### config.mk
export PLATFORM = sky130hd
export DESIGN_NAME = glyph_outline_point_decoder_flat
export DESIGN_NICKNAME = d
export VERILOG_FILES = /design/src/design/gopd_pkg.sv /design/src/design/gopd_if.sv /design/src/design/gopd_ctrl.sv /design/src/design/gopd_dp.sv /design/src/design/glyph_outline_point_decoder.sv /design/src/flat_wrapper.sv
export SDC_FILE = /design/constraint.sdc
export NUM_CORES = 2
export LEC_CHECK = 0
export BUFFER_PORTS_ARGS = -buffer_cell sky130_fd_sc_hd__buf_2
export CAP_MARGIN = 0
export CELL_PAD_IN_SITES_DETAIL_PLACEMENT = 1
export CELL_PAD_IN_SITES_GLOBAL_PLACEMENT = 1
export CORE_UTILIZATION = 40
export DETAILED_ROUTE_END_ITERATION = 16
export PLACE_DENSITY = 0.64
export SLEW_MARGIN = 20
export SYNTH_ARGS = -nofsm -noshare
export SYNTH_HDL_FRONTEND = slang
export SYNTH_SLANG_ARGS = --single-unit
### constraint.sdc
create_clock -name i_clk -period 9.25 [get_ports i_clk]
set_clock_uncertainty 0.1 [all_clocks]
set_input_delay 1.85 -clock i_clk [delete_from_list [all_inputs] [get_ports i_clk]]
set_output_delay 1.85 -clock i_clk [all_outputs]
set_load 0.01 [all_outputs]
### src/design/gopd_pkg.sv
// Package for the glyph outline point decoder: types, codes and constants.
// Used by the interfaces, the controller, the datapath and the top level.
package gopd_pkg;

    localparam int DATA_W        = 8;
    localparam int COORD_W       = 16;
    localparam int IDX_OUT_W     = 6;
    localparam int STATUS_W      = 2;
    localparam int FLAG_W        = 6;
    localparam int PT_CAP_DEF    = 64;

    // flag bits
    localparam int F_ON     = 0;
    localparam int F_XSHORT = 1;
    localparam int F_YSHORT = 2;
    localparam int F_REPEAT = 3;
    localparam int F_XSAME  = 4;
    localparam int F_YSAME  = 5;

    localparam logic [STATUS_W-1:0] ST_OK       = 2'd0;
    localparam logic [STATUS_W-1:0] ST_COMPOUND = 2'd1;
    localparam logic [STATUS_W-1:0] ST_BAD_NEG  = 2'd2;
    localparam logic [STATUS_W-1:0] ST_TOO_MANY = 2'd3;

    typedef enum logic [3:0] {
        S_IDLE, S_NC_LO, S_BBOX, S_ENDPT, S_ILEN_HI, S_ILEN_LO, S_ISKIP,
        S_FLAG, S_FLAGREP, S_REPRUN, S_LOOKUP, S_EVAL, S_X, S_X_LO, S_Y, S_Y_LO
    } t_state;

    typedef enum logic [4:0] {
        OP_NONE, OP_START, OP_HI, OP_COUNT, OP_BBOX, OP_ENDPT, OP_ILEN, OP_SKIP,
        OP_FLAG, OP_REPCNT, OP_REP, OP_COORD_BEGIN, OP_X_SHORT, OP_X_LO, OP_X_KEEP,
        OP_Y_BEGIN, OP_Y_SHORT, OP_Y_LO, OP_Y_KEEP
    } t_op;

    typedef enum logic [1:0] {
        EM_NONE, EM_STATUS, EM_POINT
    } t_emit;

    typedef struct packed {
        t_op                 op;
        t_emit               emit;
        logic [STATUS_W-1:0] status;
    } t_cmd;

    typedef struct packed {
        logic neg;          // contour count negative
        logic compound;     // contour count all ones
        logic bbox_end;     // last bounding box byte
        logic cnt_odd;      // low byte of an end point
        logic endpt_last;   // last end point byte
        logic too_many;     // point count above capacity
        logic word_zero;    // 16-bit word being completed is zero
        logic skip_one;     // last instruction byte
        logic cc_zero;      // no contours
        logic total_zero;   // no points
        logic byte_repeat;  // repeat bit of incoming flag
        logic rep_go;       // repeat run still writing
        logic cur_done;     // cursor reached point total
        logic need_x;       // current point reads X bytes
        logic need_y;       // current point reads Y bytes
        logic x_short;
        logic y_short;
    } t_dp_stat;

endpackage

### src/design/gopd_if.sv
// Valid/ready channel interfaces for the glyph outline point decoder.
// Depends on gopd_pkg for field widths.
interface gopd_in_if;
    logic                         valid;
    logic                         ready;
    logic [gopd_pkg::DATA_W-1:0]  data_byte;
    logic                         glyph_start;

    modport source (output valid, output data_byte, output glyph_start, input ready);
    modport sink   (input valid, input data_byte, input glyph_start, output ready);
endinterface

interface gopd_out_if;
    logic                                valid;
    logic                                ready;
    logic [gopd_pkg::IDX_OUT_W-1:0]      point_index;
    logic signed [gopd_pkg::COORD_W-1:0] x_coord;
    logic signed [gopd_pkg::COORD_W-1:0] y_coord;
    logic                                curve_bit;
    logic                                point_valid;
    logic                                last_result;
    logic [gopd_pkg::STATUS_W-1:0]       status;

    modport source (output valid, output point_index, output x_coord, output y_coord,
                    output curve_bit, output point_valid, output last_result,
                    output status, input ready);
    modport sink   (input valid, input point_index, input x_coord, input y_coord,
                    input curve_bit, input point_valid, input last_result,
                    input status, output ready);
endinterface

### src/design/gopd_ctrl.sv
// Parse controller: state machine that sequences the glyph record fields.
// Depends on gopd_pkg; drives gopd_dp through t_cmd, reads t_dp_stat.
module gopd_ctrl (
    input  logic              i_clk,
    input  logic              i_rst_n,
    input  logic              i_in_valid,
    input  logic              i_glyph_start,
    input  logic              i_out_free,
    input  gopd_pkg::t_dp_stat i_stat,
    output logic              o_in_ready,
    output gopd_pkg::t_cmd    o_cmd
);
    import gopd_pkg::*;

    t_state r_state, n_state;
    logic   r_yph, n_yph;
    logic   w_acc;

    // byte-taking states wait for a free output slot
    always_comb begin
        unique case (r_state)
            S_REPRUN, S_LOOKUP, S_EVAL: o_in_ready = 1'b0;
            default:                    o_in_ready = i_out_free;
        endcase
    end
    assign w_acc = i_in_valid && o_in_ready;

    // next state
    always_comb begin
        n_state = r_state;
        n_yph   = r_yph;
        if (w_acc && i_glyph_start) begin
            n_state = S_NC_LO;
        end else begin
            unique case (r_state)
                S_IDLE: ;
                S_NC_LO: if (w_acc) n_state = i_stat.neg ? S_IDLE : S_BBOX;
                S_BBOX: if (w_acc && i_stat.bbox_end) begin
                    n_state = i_stat.cc_zero ? S_ILEN_HI : S_ENDPT;
                end
                S_ENDPT: if (w_acc && i_stat.cnt_odd && i_stat.endpt_last) begin
                    n_state = i_stat.too_many ? S_IDLE : S_ILEN_HI;
                end
                S_ILEN_HI: if (w_acc) n_state = S_ILEN_LO;
                S_ILEN_LO: if (w_acc) begin
                    if (!i_stat.word_zero) n_state = S_ISKIP;
                    else                   n_state = i_stat.total_zero ? S_IDLE : S_FLAG;
                end
                S_ISKIP: if (w_acc && i_stat.skip_one) begin
                    n_state = i_stat.total_zero ? S_IDLE : S_FLAG;
                end
                S_FLAG: if (w_acc) n_state = i_stat.byte_repeat ? S_FLAGREP : S_REPRUN;
                S_FLAGREP: if (w_acc) n_state = S_REPRUN;
                S_REPRUN: begin
                    if (!i_stat.rep_go) begin
                        if (i_stat.cur_done) begin
                            n_state = S_LOOKUP;
                            n_yph   = 1'b0;
                        end else begin
                            n_state = S_FLAG;
                        end
                    end
                end
                S_LOOKUP: n_state = S_EVAL;
                S_EVAL: begin
                    if (!r_yph) begin
                        if (i_stat.cur_done) begin
                            n_state = S_LOOKUP;
                            n_yph   = 1'b1;
                        end else if (i_stat.need_x) begin
                            n_state = S_X;
                        end else begin
                            n_state = S_LOOKUP;
                        end
                    end else begin
                        if (i_stat.cur_done)    n_state = S_IDLE;
                        else if (i_stat.need_y) n_state = S_Y;
                        else if (i_out_free)    n_state = S_LOOKUP;
                    end
                end
                S_X: if (w_acc) n_state = i_stat.x_short ? S_LOOKUP : S_X_LO;
                S_X_LO: if (w_acc) n_state = S_LOOKUP;
                S_Y: if (w_acc) n_state = i_stat.y_short ? S_LOOKUP : S_Y_LO;
                S_Y_LO: if (w_acc) n_state = S_LOOKUP;
                default: n_state = S_IDLE;
            endcase
        end
    end

    // commands
    always_comb begin
        o_cmd.op     = OP_NONE;
        o_cmd.emit   = EM_NONE;
        o_cmd.status = ST_OK;
        if (w_acc && i_glyph_start) begin
            o_cmd.op = OP_START;
        end else begin
            unique case (r_state)
                S_IDLE: ;
                S_NC_LO: if (w_acc) begin
                    o_cmd.op = OP_COUNT;
                    if (i_stat.neg) begin
                        o_cmd.emit   = EM_STATUS;
                        o_cmd.status = i_stat.compound ? ST_COMPOUND : ST_BAD_NEG;
                    end
                end
                S_BBOX: if (w_acc) o_cmd.op = OP_BBOX;
                S_ENDPT: if (w_acc) begin
                    o_cmd.op = OP_ENDPT;
                    if (i_stat.cnt_odd && i_stat.endpt_last && i_stat.too_many) begin
                        o_cmd.emit   = EM_STATUS;
                        o_cmd.status = ST_TOO_MANY;
                    end
                end
                S_ILEN_HI: if (w_acc) o_cmd.op = OP_HI;
                S_ILEN_LO: if (w_acc) begin
                    o_cmd.op = OP_ILEN;
                    if (i_stat.word_zero && i_stat.total_zero) o_cmd.emit = EM_STATUS;
                end
                S_ISKIP: if (w_acc) begin
                    o_cmd.op = OP_SKIP;
                    if (i_stat.skip_one && i_stat.total_zero) o_cmd.emit = EM_STATUS;
                end
                S_FLAG: if (w_acc) o_cmd.op = OP_FLAG;
                S_FLAGREP: if (w_acc) o_cmd.op = OP_REPCNT;
                S_REPRUN: begin
                    if (i_stat.rep_go)        o_cmd.op = OP_REP;
                    else if (i_stat.cur_done) o_cmd.op = OP_COORD_BEGIN;
                end
                S_LOOKUP: ;
                S_EVAL: begin
                    if (!r_yph) begin
                        if (i_stat.cur_done)     o_cmd.op = OP_Y_BEGIN;
                        else if (!i_stat.need_x) o_cmd.op = OP_X_KEEP;
                    end else if (!i_stat.cur_done && !i_stat.need_y && i_out_free) begin
                        o_cmd.op   = OP_Y_KEEP;
                        o_cmd.emit = EM_POINT;
                    end
                end
                S_X: if (w_acc) o_cmd.op = i_stat.x_short ? OP_X_SHORT : OP_HI;
                S_X_LO: if (w_acc) o_cmd.op = OP_X_LO;
                S_Y: if (w_acc) begin
                    if (i_stat.y_short) begin
                        o_cmd.op   = OP_Y_SHORT;
                        o_cmd.emit = EM_POINT;
                    end else begin
                        o_cmd.op = OP_HI;
                    end
                end
                S_Y_LO: if (w_acc) begin
                    o_cmd.op   = OP_Y_LO;
                    o_cmd.emit = EM_POINT;
                end
                default: ;
            endcase
        end
    end

    always_ff @(posedge i_clk) begin
        if (!i_rst_n) begin
            r_state <= S_IDLE;
            r_yph   <= 1'b0;
        end else begin
            r_state <= n_state;
            r_yph   <= n_yph;
        end
    end

endmodule

### src/design/gopd_dp.sv
// Datapath: field registers, flag and X stores, running sums, output register.
// Depends on gopd_pkg; executes t_cmd from gopd_ctrl and returns t_dp_stat.
module gopd_dp #(
    parameter int PT_CAP = gopd_pkg::PT_CAP_DEF
) (
    input  logic                                 i_clk,
    input  logic                                 i_rst_n,
    input  logic [gopd_pkg::DATA_W-1:0]          i_data_byte,
    input  gopd_pkg::t_cmd                       i_cmd,
    input  logic                                 i_out_ready,
    output gopd_pkg::t_dp_stat                   o_stat,
    output logic                                 o_out_free,
    output logic                                 o_out_valid,
    output logic [gopd_pkg::IDX_OUT_W-1:0]       o_point_index,
    output logic signed [gopd_pkg::COORD_W-1:0]  o_x_coord,
    output logic signed [gopd_pkg::COORD_W-1:0]  o_y_coord,
    output logic                                 o_curve_bit,
    output logic                                 o_point_valid,
    output logic                                 o_last_result,
    output logic [gopd_pkg::STATUS_W-1:0]        o_status
);
    import gopd_pkg::*;

    localparam int IW = $clog2(PT_CAP);
    localparam int CW = IW + 1;

    logic [DATA_W-1:0]  r_hi, n_hi;
    logic [15:0]        r_cnt, n_cnt;
    logic [15:0]        r_cc, n_cc;
    logic [CW-1:0]      r_total, n_total;
    logic [15:0]        r_skip, n_skip;
    logic [CW-1:0]      r_cursor, n_cursor;
    logic [FLAG_W-1:0]  r_pend, n_pend;
    logic [DATA_W-1:0]  r_rep, n_rep;
    logic [COORD_W-1:0] r_rx, n_rx;
    logic [COORD_W-1:0] r_ry, n_ry;

    logic [FLAG_W-1:0]  flag_mem [PT_CAP];
    logic [COORD_W-1:0] x_mem    [PT_CAP];
    logic [FLAG_W-1:0]  r_rd_flag;
    logic [COORD_W-1:0] r_rd_x;

    logic               w_fwe, w_xwe;
    logic [FLAG_W-1:0]  w_fwd;
    logic [15:0]        w_word;
    logic [COORD_W-1:0] w_b16;
    logic [16:0]        w_cnt_p1;
    logic               w_cur_lt;
    logic [IW-1:0]      w_idx;
    logic               w_last_pt;

    logic               r_ov;
    logic [IDX_OUT_W-1:0] r_o_idx;
    logic [COORD_W-1:0] r_o_x, r_o_y;
    logic               r_o_on, r_o_pv, r_o_last;
    logic [STATUS_W-1:0] r_o_st;

    assign w_word    = {r_hi, i_data_byte};
    assign w_b16     = COORD_W'(i_data_byte);
    assign w_cur_lt  = r_cursor < r_total;
    assign w_idx     = r_cursor[IW-1:0];
    assign w_cnt_p1  = {1'b0, r_cnt} + 17'd1;
    assign w_last_pt = ({1'b0, r_cursor} + (CW+1)'(1)) >= {1'b0, r_total};

    assign o_stat.neg         = r_hi[DATA_W-1];
    assign o_stat.compound    = (w_word == 16'hFFFF);
    assign o_stat.bbox_end    = (r_cnt == 16'd7);
    assign o_stat.cnt_odd     = r_cnt[0];
    assign o_stat.endpt_last  = w_cnt_p1 >= {r_cc, 1'b0};
    assign o_stat.too_many    = ({1'b0, w_word} + 17'd1) > 17'(PT_CAP);
    assign o_stat.word_zero   = (w_word == 16'd0);
    assign o_stat.skip_one    = (r_skip == 16'd1);
    assign o_stat.cc_zero     = (r_cc == 16'd0);
    assign o_stat.total_zero  = (r_total == '0);
    assign o_stat.byte_repeat = i_data_byte[F_REPEAT];
    assign o_stat.rep_go      = (r_rep != '0) && w_cur_lt;
    assign o_stat.cur_done    = !w_cur_lt;
    assign o_stat.x_short     = r_rd_flag[F_XSHORT];
    assign o_stat.y_short     = r_rd_flag[F_YSHORT];
    assign o_stat.need_x      = r_rd_flag[F_XSHORT] || !r_rd_flag[F_XSAME];
    assign o_stat.need_y      = r_rd_flag[F_YSHORT] || !r_rd_flag[F_YSAME];

    always_comb begin
        n_hi = r_hi;   n_cnt = r_cnt;       n_cc = r_cc;    n_total = r_total;
        n_skip = r_skip; n_cursor = r_cursor; n_pend = r_pend; n_rep = r_rep;
        n_rx = r_rx;   n_ry = r_ry;
        w_fwe = 1'b0;  w_fwd = i_data_byte[FLAG_W-1:0];  w_xwe = 1'b0;
        case (i_cmd.op)
            OP_START: begin
                n_hi = i_data_byte; n_cnt = '0; n_total = '0; n_cursor = '0;
                n_skip = '0; n_rep = '0; n_rx = '0; n_ry = '0;
            end
            OP_HI:    n_hi = i_data_byte;
            OP_COUNT: begin
                n_cc  = w_word;
                n_cnt = '0;
            end
            OP_BBOX:  begin
                n_cnt = (r_cnt == 16'd7) ? 16'd0 : w_cnt_p1[15:0];
                if (r_cnt == 16'd7) n_total = '0;
            end
            OP_ENDPT: begin
                if (!r_cnt[0]) begin
                    n_hi = i_data_byte;
                end else if (o_stat.endpt_last && !o_stat.too_many) begin
                    n_total = CW'({1'b0, w_word} + 17'd1);
                end
                n_cnt = w_cnt_p1[15:0];
            end
            OP_ILEN:  n_skip = w_word;
            OP_SKIP:  n_skip = r_skip - 16'd1;
            OP_FLAG:  begin
                if (w_cur_lt) begin
                    w_fwe    = 1'b1;
                    n_cursor = r_cursor + CW'(1);
                end
                n_pend = i_data_byte[FLAG_W-1:0];
                n_rep  = '0;
            end
            OP_REPCNT: n_rep = i_data_byte;
            OP_REP:   begin
                w_fwe    = 1'b1;
                w_fwd    = r_pend;
                n_cursor = r_cursor + CW'(1);
                n_rep    = r_rep - DATA_W'(1);
            end
            OP_COORD_BEGIN: begin
                n_cursor = '0;
                n_rx     = '0;
            end
            OP_X_SHORT: begin
                n_rx     = r_rd_flag[F_XSAME] ? r_rx + w_b16 : r_rx - w_b16;
                w_xwe    = 1'b1;
                n_cursor = r_cursor + CW'(1);
            end
            OP_X_LO: begin
                n_rx     = r_rx + w_word;
                w_xwe    = 1'b1;
                n_cursor = r_cursor + CW'(1);
            end
            OP_X_KEEP: begin
                w_xwe    = 1'b1;
                n_cursor = r_cursor + CW'(1);
            end
            OP_Y_BEGIN: begin
                n_cursor = '0;
                n_ry     = '0;
            end
            OP_Y_SHORT: begin
                n_ry     = r_rd_flag[F_YSAME] ? r_ry + w_b16 : r_ry - w_b16;
                n_cursor = r_cursor + CW'(1);
            end
            OP_Y_LO: begin
                n_ry     = r_ry + w_word;
                n_cursor = r_cursor + CW'(1);
            end
            OP_Y_KEEP: n_cursor = r_cursor + CW'(1);
            default: ;
        endcase
    end

    always_ff @(posedge i_clk) begin
        if (!i_rst_n) begin
            r_hi <= '0; r_cnt <= '0; r_cc <= '0; r_total <= '0; r_skip <= '0;
            r_cursor <= '0; r_pend <= '0; r_rep <= '0; r_rx <= '0; r_ry <= '0;
        end else begin
            r_hi <= n_hi; r_cnt <= n_cnt; r_cc <= n_cc; r_total <= n_total;
            r_skip <= n_skip; r_cursor <= n_cursor; r_pend <= n_pend;
            r_rep <= n_rep; r_rx <= n_rx; r_ry <= n_ry;
        end
    end

    // stores: one write port, registered read at the cursor
    always_ff @(posedge i_clk) begin
        if (w_fwe) flag_mem[w_idx] <= w_fwd;
        if (w_xwe) x_mem[w_idx]    <= n_rx;
        r_rd_flag <= flag_mem[w_idx];
        r_rd_x    <= x_mem[w_idx];
    end

    // output register
    assign o_out_free = !r_ov || i_out_ready;

    always_ff @(posedge i_clk) begin
        if (!i_rst_n) begin
            r_ov <= 1'b0;
        end else if (i_cmd.emit != EM_NONE) begin
            r_ov <= 1'b1;
        end else if (i_out_ready) begin
            r_ov <= 1'b0;
        end
    end

    always_ff @(posedge i_clk) begin
        if (i_cmd.emit == EM_POINT) begin
            r_o_idx  <= IDX_OUT_W'(w_idx);
            r_o_x    <= r_rd_x;
            r_o_y    <= n_ry;
            r_o_on   <= r_rd_flag[F_ON];
            r_o_pv   <= 1'b1;
            r_o_last <= w_last_pt;
            r_o_st   <= ST_OK;
        end else if (i_cmd.emit == EM_STATUS) begin
            r_o_idx  <= '0;
            r_o_x    <= '0;
            r_o_y    <= '0;
            r_o_on   <= 1'b0;
            r_o_pv   <= 1'b0;
            r_o_last <= 1'b1;
            r_o_st   <= i_cmd.status;
        end
    end

    assign o_out_valid   = r_ov;
    assign o_point_index = r_o_idx;
    assign o_x_coord     = r_o_x;
    assign o_y_coord     = r_o_y;
    assign o_curve_bit   = r_o_on;
    assign o_point_valid = r_o_pv;
    assign o_last_result = r_o_last;
    assign o_status      = r_o_st;

`ifndef SYNTH
    a_cursor_bound: assert property (@(posedge i_clk) disable iff (!i_rst_n)
        r_cursor <= r_total) else $error("cursor past point total");
    a_total_bound: assert property (@(posedge i_clk) disable iff (!i_rst_n)
        r_total <= CW'(PT_CAP)) else $error("point total above capacity");
    a_emit_free: assert property (@(posedge i_clk) disable iff (!i_rst_n)
        (i_cmd.emit != EM_NONE) |-> o_out_free) else $error("result overwritten");
    a_point_ok: assert property (@(posedge i_clk) disable iff (!i_rst_n)
        (r_ov && r_o_pv) |-> (r_o_st == ST_OK)) else $error("point with error status");
`endif

endmodule

### src/design/glyph_outline_point_decoder.sv
// Top level of the glyph outline point decoder: joins controller and datapath.
// Depends on gopd_pkg, gopd_if, gopd_ctrl and gopd_dp.
//
//  channel  | dir | modport | payload
//  i_in     | in  | sink    | data_byte, glyph_start
//  o_out    | out | source  | point_index, x_coord, y_coord, curve_bit,
//           |     |         | point_valid, last_result, status
//
// A flag byte is stored and then passes through a run state; its repeat count byte
// adds a write of the flag to the flag store for each repeat.
// Each point of either coordinate pass first reads the stores at the cursor, then
// is evaluated; the switch from X to Y and the end of Y also pass through both steps.
// Reset (i_rst_n low, synchronous) returns to waiting for a glyph start.
// A byte is taken only while the output register is free or being drained,
// so a stalled sink holds the input; the output register holds one result.
module glyph_outline_point_decoder #(
    parameter int PT_CAP = gopd_pkg::PT_CAP_DEF
) (
    input  logic       i_clk,
    input  logic       i_rst_n,
    gopd_in_if.sink    i_in,
    gopd_out_if.source o_out
);
    import gopd_pkg::*;

    t_cmd     w_cmd;
    t_dp_stat w_stat;
    logic     w_out_free;
    logic     w_in_ready;

    // sequencing of record fields
    gopd_ctrl u_ctrl (
        .i_clk         (i_clk),
        .i_rst_n       (i_rst_n),
        .i_in_valid    (i_in.valid),
        .i_glyph_start (i_in.glyph_start),
        .i_out_free    (w_out_free),
        .i_stat        (w_stat),
        .o_in_ready    (w_in_ready),
        .o_cmd         (w_cmd)
    );

    // field registers, stores and result register
    gopd_dp #(
        .PT_CAP (PT_CAP)
    ) u_dp (
        .i_clk         (i_clk),
        .i_rst_n       (i_rst_n),
        .i_data_byte   (i_in.data_byte),
        .i_cmd         (w_cmd),
        .i_out_ready   (o_out.ready),
        .o_stat        (w_stat),
        .o_out_free    (w_out_free),
        .o_out_valid   (o_out.valid),
        .o_point_index (o_out.point_index),
        .o_x_coord     (o_out.x_coord),
        .o_y_coord     (o_out.y_coord),
        .o_curve_bit   (o_out.curve_bit),
        .o_point_valid (o_out.point_valid),
        .o_last_result (o_out.last_result),
        .o_status      (o_out.status)
    );

    assign i_in.ready = w_in_ready;

endmodule

### src/flat_wrapper.sv
// flat-port wrapper written by rule: the top's interface ports become plain ports
module glyph_outline_point_decoder_flat import gopd_pkg::*;
#(
    parameter int PT_CAP = gopd_pkg::PT_CAP_DEF
)
  (i_clk, i_rst_n, i_in_valid, i_in_data_byte, i_in_glyph_start, i_in_ready, o_out_valid, o_out_point_index, o_out_x_coord, o_out_y_coord, o_out_curve_bit, o_out_point_valid, o_out_last_result, o_out_status, o_out_ready);
  gopd_in_if i_in_i ();
  gopd_out_if o_out_i ();
  input  logic i_clk;
  input  logic i_rst_n;
  input wire logic [$bits(i_in_i.valid)-1:0] i_in_valid;
  input wire logic [$bits(i_in_i.data_byte)-1:0] i_in_data_byte;
  input wire logic [$bits(i_in_i.glyph_start)-1:0] i_in_glyph_start;
  output wire logic [$bits(i_in_i.ready)-1:0] i_in_ready;
  output wire logic [$bits(o_out_i.valid)-1:0] o_out_valid;
  output wire logic [$bits(o_out_i.point_index)-1:0] o_out_point_index;
  output wire logic [$bits(o_out_i.x_coord)-1:0] o_out_x_coord;
  output wire logic [$bits(o_out_i.y_coord)-1:0] o_out_y_coord;
  output wire logic [$bits(o_out_i.curve_bit)-1:0] o_out_curve_bit;
  output wire logic [$bits(o_out_i.point_valid)-1:0] o_out_point_valid;
  output wire logic [$bits(o_out_i.last_result)-1:0] o_out_last_result;
  output wire logic [$bits(o_out_i.status)-1:0] o_out_status;
  input wire logic [$bits(o_out_i.ready)-1:0] o_out_ready;
  assign i_in_i.valid = i_in_valid;
  assign i_in_i.data_byte = i_in_data_byte;
  assign i_in_i.glyph_start = i_in_glyph_start;
  assign i_in_ready = i_in_i.ready;
  assign o_out_valid = o_out_i.valid;
  assign o_out_point_index = o_out_i.point_index;
  assign o_out_x_coord = o_out_i.x_coord;
  assign o_out_y_coord = o_out_i.y_coord;
  assign o_out_curve_bit = o_out_i.curve_bit;
  assign o_out_point_valid = o_out_i.point_valid;
  assign o_out_last_result = o_out_i.last_result;
  assign o_out_status = o_out_i.status;
  assign o_out_i.ready = o_out_ready;
  glyph_outline_point_decoder #(.PT_CAP(PT_CAP)) u_core (.i_clk(i_clk), .i_rst_n(i_rst_n), .i_in(i_in_i), .o_out(o_out_i));
endmodule
==> metrics.yaml <==
finalPower_mw: 13.9
synth_top_area_share: 0.690
fin_crit_ps: 7170
rows: 142
wl_per_cell_um: 30.4
die_area_um2: 152000
synth_top_family_by_area: "compound AO/OA/AOI/OAI gates"
tritoncts: "yes"
num_vias: 37700
final_cell_mix: "edfxtp_1, a22oi_1, nor2_1"
relSlewSlack: 0.157
r2r-end: "u_core.u_dp.x_mem[45][15]"
yosys.area_share.simple: 0.0583
setup_violations: 0
clock-sinks: 1529
synth_edf_count: 1384
drt-pass1-iter-count: 5
area_delta_synth_final_pct: 13.3
start_kind: "register"
ys_ff_latch: 1529
numCtsBuffers: 154
post-route-period-util: 0.775
holdCritPathClass: "reg -> reg"
holdWs_ps: 355
synthesis.nets: 4028
maxCapViolCount: 0
arrival_ps: 7600
final_common_cell: "edfxtp_1"
end_kind: "register"
ys.flop_type: "edfxtp_1"
post_cts_resized: 0
synth-async-reset-ratio: 0
htree_num_levels: 4
status: "complete, no violations"
grt_pass1_wl_um: 273000
fin_tns_setup_ps: 0
netlist_area_um2: 60300
synthMuxAreaShare: 0.00590
antenna_found_initial: 5
ff2ff_setup_slack_ps: 2080
holdPathStages: 1
grt_max_degree: 101
drt-total-wl_um: 188000
synthDistinctLibCells: 98
drt_iter0_drc: 3759
clock.fmax_mhz: 139
core_um2: 150000
clock_latency_ps: 810
synth_largest_area_cell: "edfxtp_1"
synthXorXnorAreaFrac: 0.00974
crit_start: "u_core.u_dp.r_cursor[4]"
place.gp.congestion: 0.888
synth_adder_area_share: 0.0164
ff2ff_path_depth: 19
io_buffers: 57
critPathKind: "reg -> reg"
hold_viol_final: 0
grt_pass1_vias: 38800
rsz0062_at_grt: "false"
syn_area_per_cell_um2: 15.3
vdd_ir_drop_max_uv: 160
clkTransAtPathRegs_ps: 70
synthTopCellsByArea: "edfxtp_1, a22oi_1, dfxtp_1"
power_density_nw_per_um2: 204
cp_max_fo: 48
drcViolationCount: 0
detail-route-antenna-nets: 0
fin_nets: 4127
synth_compound_area_frac: 0.151
vias_per_cell: 6.11
leakagePower_nw: 19.9
die_w_um: 390
yosysSeqAreaShare: 0.738
layout-drive-gt1-share: 0.125
track_usage: 0.245
tightestPinTransition_ps: 1250
cts_setup_buffers: 0
die_h_um: 390
cts_hold_buf: 0
clk_path_buf_depth: 3
min_to: "u_core.u_dp.o_point_valid"
cp_data_required_time_ps: 9680
grt_overflow: 0
initial_core_util: 0.403
yosysWarnings: 0
dp_hpwl_um: 112000
drv_slew: 0
io_pins: 58
cts_root_buffer: "clkbuf_16"
syn_inst: 3937
hold_start: "u_core.u_dp.o_point_valid"
r2r_start: "u_core.u_dp.r_cursor[4]"
[cells by family after synthesis]
group | Yosys count
AND/OR/NAND/NOR | 696
adder cells (fa/ha/maj) | 78
XOR/XNOR | 67
AO/OA/AOI/OAI | 1213
multiplexers | 35
buffers and inverters | 319
flip-flops | 1529
[synth_stat cells, types with 11 or more instances]
cell	n
a21oi_1	92
and2_1	48
o211ai_1	25
nor2_1	232
buf_2	12
buf_1	35
dfxtp_1	145
ha_1	76
a22oi_1	470
a22o_1	138
nand2_1	104
edfxtp_1	1384
a31oi_1	93
a41oi_1	47
nand4_1	38
a21o_1	26
xnor2_1	39
inv_1	62
or4_1	12
clkbuf_1	206
o21ai_0	61
nor4_1	36
xor2_1	28
o21ai_1	16
or3_1	17
o21a_1	13
nor3_1	52
nand3_1	59
nand2b_1	14
and3_1	24
o2bb2ai_1	14
a211oi_1	18
a32oi_1	11
mux2i_1	31
a221oi_1	110
[layer usage]
| metal | share of wire | routed length, µm | track usage | vias up |
|---|---|---|---|---|
| met2 | 0.49 | 91300 | 0.408 | 1421 |
| met1 | 0.42 | 79200 | 0.331 | 19800 |
| met3 | 0.066 | 12300 | 0.0403 | 272 |
| met5 | 0.000069 | 13 | 0 | - |
| met4 | 0.026 | 4850 | 0.0684 | 2 |
| li1 | - | - | - | 16200 |
[registers in the layout, indices dropped and copies added, names as in the netlist, 2 cells and up]
name                       count
u_core.u_dp.o_x_coord         16
u_core.u_dp.o_y_coord         16
u_core.u_dp.r_total            7
u_core.u_dp.r_rd_x            16
u_core.u_dp.r_hi               8
u_core.u_dp.r_cc              16
u_core.u_dp.o_status           2
u_core.u_dp.o_point_index      6
u_core.u_dp.r_ry              16
u_core.u_dp.r_pend             5
u_core.u_dp.r_rx              16
u_core.u_dp.flag_mem         320
u_core.u_dp.r_rep              8
u_core.u_ctrl.r_state          4
u_core.u_dp.r_skip            16
u_core.u_dp.r_rd_flag          5
u_core.u_dp.x_mem           1024
u_core.u_dp.r_cnt             16
u_core.u_dp.r_cursor           7
[how the worst max path moves through the flow]
stage,to,slack (ps),cells after the start
5_1_grt,u_core.u_dp.x_mem[45][15],1790,19
2_1_floorplan,u_core.u_dp.x_mem[0][15],2260,17
3_3_place_gp,u_core.u_dp.x_mem[9][14],1570,18
6_report,u_core.u_dp.x_mem[45][15],2080,19
3_5_place_dp,u_core.u_dp.x_mem[8][14],1360,18
4_1_cts,u_core.u_dp.x_mem[55][14],2130,18
[through the flow]
stage | std cells | area (µm²) | utilization | worst slack (ps)
4_1_cts | 6172 | 68200 | 0.456 | 2130
3_5_place_dp | 5896 | 63500 | 0.424 | 1360
5_1_grt | 6172 | 68300 | 0.456 | 1790
6_report | 6174 | 68300 | 0.456 | 2080
3_3_place_gp | 5896 | 63400 | 0.424 | 1570
2_1_floorplan | 3937 | 60300 | - | 2260
[final cells by class]
cell class / instances / area (µm²)
multi-input cells: 2089 / 14900
repair buffers: 198 / 1420
clock buffers: 204 / 4130
well taps: 2016 / 2520
inverters: 64 / 240
diodes: 2 / 5.00
flip-flops and latches: 1529 / 44500
fillers: 14700 / 81300
clock inverters: 72 / 633
[power by group]
part | total (mW) | internal [mW] | switching [mW]
clock network | 6.01 | 3.35 | 2.66
registers | 7.48 | 7.45 | 0.0253
logic | 0.433 | 0.146 | 0.286
total | 13.9 | 11.0 | 2.98
[worst max-delay path, stage by stage, from the launching register on]
cell and delay (ps):
dfxtp_1 730, ha_1 370, a211o_1 270, or2_1 270, o211ai_1 300, nor3b_2 380
a211oi_1 160, a31oi_1 730, nand2_1 160, xnor2_1 160, ha_1 370, and3_1 170
a221o_1 260, a211oi_1 130, o41ai_1 590, a31o_2 230, inv_1 50, or4b_1 550
nand3_2 350, buf_4 480
(Power assumes the default switching activity.)
